File: src/rtl/sobel_edge_magnitude_defines.svh
// assertion macros shared by the sobel edge magnitude rtl
// needs a clock named clk and a reset named rst in the using module
`ifndef SOBEL_EDGE_MAGNITUDE_DEFINES_SVH
`define SOBEL_EDGE_MAGNITUDE_DEFINES_SVH
`ifndef SYNTHESIS
`define SEM_ASSERT(lbl, prop, msg) \
  lbl: assert property (@(posedge clk) disable iff (rst) (prop)) else $error(msg);
`define SEM_ASSERT_NEXT(lbl, ante, cons, msg) \
  lbl: assert property (@(posedge clk) disable iff (rst) (ante) |=> (cons)) else $error(msg);
`else
`define SEM_ASSERT(lbl, prop, msg)
`define SEM_ASSERT_NEXT(lbl, ante, cons, msg)
`endif
`endif

File: src/rtl/sem_pkg.sv
// types and constants for the sobel edge magnitude block
// no dependencies
`default_nettype none
package sem_pkg;
  localparam int MAX_WIDTH = 2048;
  localparam int ADDR_W    = $clog2(MAX_WIDTH);
  localparam int LUMA_W    = 16;
  localparam int MAG_W     = 19;
  localparam int SQ_W      = 2 * MAG_W;
  localparam int CFG_IDX_W = 2;
  localparam int CFG_W     = 16;

  localparam logic [CFG_IDX_W-1:0] REG_WIDTH  = 2'd0;
  localparam logic [CFG_IDX_W-1:0] REG_HEIGHT = 2'd1;

  localparam logic [11:0] WIDTH_RESET  = 12'd640;
  localparam logic [15:0] HEIGHT_RESET = 16'd480;

  localparam logic [7:0] COEF_R = 8'd77;
  localparam logic [7:0] COEF_G = 8'd150;
  localparam logic [7:0] COEF_B = 8'd29;

  typedef struct packed {
    logic [7:0] red;
    logic [7:0] green;
    logic [7:0] blue;
  } pix_t;

  typedef struct packed {
    logic             center_valid;
    logic [10:0]      center_col;
    logic [15:0]      center_row;
    logic [MAG_W-1:0] edge_mag;
    logic [MAG_W-1:0] frame_max;
    logic             frame_done;
  } res_t;
endpackage
`default_nettype wire

File: src/rtl/sem_isqrt.sv
// iterative floor square root, two radicand bits per cycle
// uses sem_pkg widths
`default_nettype none
module sem_isqrt (
  input  logic                      clk,
  input  logic                      rst,
  input  logic                      start,
  input  logic [sem_pkg::SQ_W-1:0]  value,
  output logic                      done,
  output logic [sem_pkg::MAG_W-1:0] root
);
  logic                      busy;
  logic [4:0]                cnt;
  logic [sem_pkg::SQ_W-1:0]  val;
  logic [sem_pkg::MAG_W:0]   rem;
  logic [sem_pkg::MAG_W+2:0] rem_sh;
  logic [sem_pkg::MAG_W+2:0] trial;
  logic                      fits;

  // one restoring step
  always_comb begin
    rem_sh = {rem, val[sem_pkg::SQ_W-1 -: 2]};
    trial  = {1'b0, root, 2'b01};
    fits   = (rem_sh >= trial);
  end

  always_ff @(posedge clk) begin
    if (rst) begin
      busy <= 1'b0;
      done <= 1'b0;
      cnt  <= '0;
    end else begin
      done <= 1'b0;
      if (start) begin
        busy <= 1'b1;
        cnt  <= 5'(sem_pkg::MAG_W);
      end else if (busy) begin
        cnt <= cnt - 5'd1;
        if (cnt == 5'd1) begin
          busy <= 1'b0;
          done <= 1'b1;
        end
      end
    end
  end

  // datapath
  always_ff @(posedge clk) begin
    if (start) begin
      val  <= value;
      rem  <= '0;
      root <= '0;
    end else if (busy) begin
      val <= {val[sem_pkg::SQ_W-3:0], 2'b00};
      if (fits) begin
        rem  <= (sem_pkg::MAG_W+1)'(rem_sh - trial);
        root <= {root[sem_pkg::MAG_W-2:0], 1'b1};
      end else begin
        rem  <= rem_sh[sem_pkg::MAG_W:0];
        root <= {root[sem_pkg::MAG_W-2:0], 1'b0};
      end
    end
  end
endmodule
`default_nettype wire

File: config.mk
export PLATFORM = sky130hd
export DESIGN_NAME = sem_isqrt
export DESIGN_NICKNAME = d
export VERILOG_FILES = /design/src/rtl/sobel_edge_magnitude_defines.svh /design/src/rtl/sem_pkg.sv /design/src/rtl/sem_isqrt.sv
export SDC_FILE = /design/constraint.sdc
export NUM_CORES = 1
export LEC_CHECK = 0
export BUFFER_PORTS_ARGS = -buffer_cell sky130_fd_sc_hd__buf_2
export CAP_MARGIN = 40
export CORE_MARGIN = 5
export CORE_UTILIZATION = 50
export DETAILED_ROUTE_END_ITERATION = 6
export PLACE_DENSITY = 0.71
export SETUP_SLACK_MARGIN = 0.15
export SLEW_MARGIN = 20
export SYNTH_ARGS = -nofsm -noshare
export SYNTH_HDL_FRONTEND = slang
export SYNTH_SLANG_ARGS = --single-unit
File: constraint.sdc
create_clock -name clk -period 3.2 [get_ports clk]
set_input_delay 0 -clock clk [delete_from_list [all_inputs] [get_ports clk]]
set_output_delay 0 -clock clk [all_outputs]
set_load 0.01 [all_outputs]
==> flow_summary.toml <==
[outcome]
status = "completed"

[placement]
dp_hpwl_mm = 6.62
dp_cells = 583
io_buffers = 60
gp_congestion = 0.828

[cts]
clk_pin_slew_ns = 0.09
cts_buffers = 9
cts_resized = 0
cts.sinks = 84
clk_latency_ns = 0.35
clockRootBuffer = "clkbuf_8"
htreeDepth = 3
cts_tree = "yes"
cts.path.max_buffers = 2

[global_route]
gr-total-overflow = 0
globalRouteTotalUtil_pct = 18.7
grt_pass1_vias = 3725
antenna_found_initial = 0
grt_pass1_wl_mm = 17.2
grt_start_max_net_pins = 51

[pwr]
power.leakage_nw = 2.31
power_density_nw_per_um2 = 868
power_mw = 4.79
ir_worst_vdd_mv = 0.647

[routing]
firstDrtPassIters = 4
vias = 3470
dr.first_iter.drc_count = 176
wl_per_cell_um = 15.4
drt-vias-per-instance = 5.44
post-route-drc-count = 0
wirelength_mm = 9.81
ant_nets = 0

[die]
initial_core_util_pct = 51.3
core_um2 = 8760
dieArea_um2 = 11000
fp.dieW_um = 105
io_pins = 61
fp-row-count = 34
die_h_um = 105

[critical_path]
crit_path_end_kind = "register"
worstPathMaxFanout = 12
cp.buffers_inverters = 2
critical-path-max-stage-delay_ns = 0.39
setup.worst_path.start_class = "register"
crit_path_cell_trace = "inv_1 > ha_1 > o211a_1 > a21o_1 > o2bb2ai_2 > nor3_2 > o31ai_4 > buf_4 > mux2i_1 > a211oi_1"
cp_top_family = "compound AO/OA/AOI/OAI gates"
required_ns = 3.42
worstSetupPathType = "reg2reg"
slowest_stage = "dfxtp_1"
worstPathArrival_ns = 2.93

[logic_synthesis]
synth_cell_types = 56
ys_ff_latch = 84
ys_async_sr_fraction_pct = 0
syn-num-nets = 489
syn_area_per_cell_um2 = 10.6
synthFlopType = "dfxtp_1"
synth_area_um2 = 4500
yosysWarnings = 0
synth_edf_count = 38
netlist_instances = 425
synth_seq_area_share_pct = 45.8

[final_layout]
finalNetCount = 589
diodes = 0
multi_input_area_um2 = 2240
n_fill_cell = 724
mostFrequentLayoutCell = "buf_2"
drive_gt1_share_pct = 24.5
final_cell_count_no_fill = 638
syn2layout_area_growth_pct = 22.7
seq_area_um2 = 2060
final_cell_mix = "60 x buf_2, 45 x dfxtp_1, 42 x nor2_1"

[sta]
rsz0062_at_grt = "false"
fmax_mhz = 368
slew_viol_final = 0
setup_tns_ns = 0
worstMarginPinSlew_ns = 0.531
slew_headroom_pct = 64.6
timing.final.crit_share_pct = 84.9
skew_ns = 0.0139
hold_violations = 0
period_needed_ns = 2.72
setup_violations = 0

[job]
max-cap-violations = 0

[min_path]
min_path_type = "in2reg"
Yosys cell counts (10+ instances only):
cell	count	area, um2
dfxtp_1	46	921
nor2_1	42	158
edfxtp_1	38	1140
mux2_2	38	428
mux2i_1	32	320
inv_1	30	113
ha_1	23	288
nand2_1	22	82.6
o21ai_0	20	100
a21oi_1	13	65.1
xnor2_1	12	105
clkbuf_1	10	37.5
routing by layer:
layer  routed length, um  vias to the layer above  GRT usage [%]
li1                    -                     1740              -
met1                4030                     1630           21.6
met2                5130                       83           34.2
met3                 472                       17           4.44
met4                 171                        0           5.11
met5                   0                        -              0
cell families after synthesis:
kind of cell	after synthesis	synth area share [%]
flops	84	45.8
fa+ha+maj	23	6.40
xor+xnor	17	3.31
mux	70	16.6
compound gates	82	12.9
simple gates	101	10.6
buf+inv	48	4.31
final timing paths:
path | startpoint | endpoint | slack [ns] | cells after the start
max reg2reg | root[3] | rem[7] | 0.48 | 10
min | start | root[10] | 0.11 | 2
max | root[3] | rem[7] | 0.48 | 10
min reg2reg | rem[19] | rem[19] | 0.47 | 2
repair_timing:
item | 4_1_cts | 5_1_grt
hold buffers | 39 | 0
buffers inserted | 0 | 0
endpoints found under the hold margin | 45 | 0
metrics by stage:
| stage | cell area, um2 | utilization, % | hold slack (ns) | setup WS (ns) |
|---|---|---|---|---|
| floorplan | 4500 | - | 0.0724 | 0.626 |
| global placement | 4930 | 56.2 | 0.254 | 0.551 |
| detailed placement | 4930 | 56.2 | 0.263 | 0.512 |
| CTS | 5520 | 63.0 | 0.0938 | 0.487 |
| global route | 5520 | 63.0 | 0.137 | 0.295 |
| finish | 5520 | 63.0 | 0.105 | 0.482 |
worst register-to-register path, cell delays in order (launching register included):
cell and delay [ns]:
dfxtp_1 0.39, inv_1 0.06, ha_1 0.34, o211a_1 0.24
a21o_1 0.19, o2bb2ai_2 0.35, nor3_2 0.10, o31ai_4 0.23
buf_4 0.27, mux2i_1 0.30, a211oi_1 0.12
final cells by class:
type	instances	area share (%)
multi-input combinational	293	40.6
sequential	84	37.4
timing repair buffer	107	13.8
tap	108	2.45
clock buffer	9	2.24
inverter	30	2.04
clock inverter	7	1.45
power by group:
group / total (mW) / internal, mW / switching, mW
logic: 2.62 / 1.21 / 1.41
registers: 1.38 / 1.28 / 0.0957
clock network: 0.791 / 0.372 / 0.419
sequential cells by signal, indices dropped and copies added, names as in the netlist:
| register | count |
|---|---|
| done | 1 |
| val | 38 |
| rem | 20 |
| cnt | 5 |
| busy | 1 |
| root | 19 |
(Power assumes the default switching activity.)
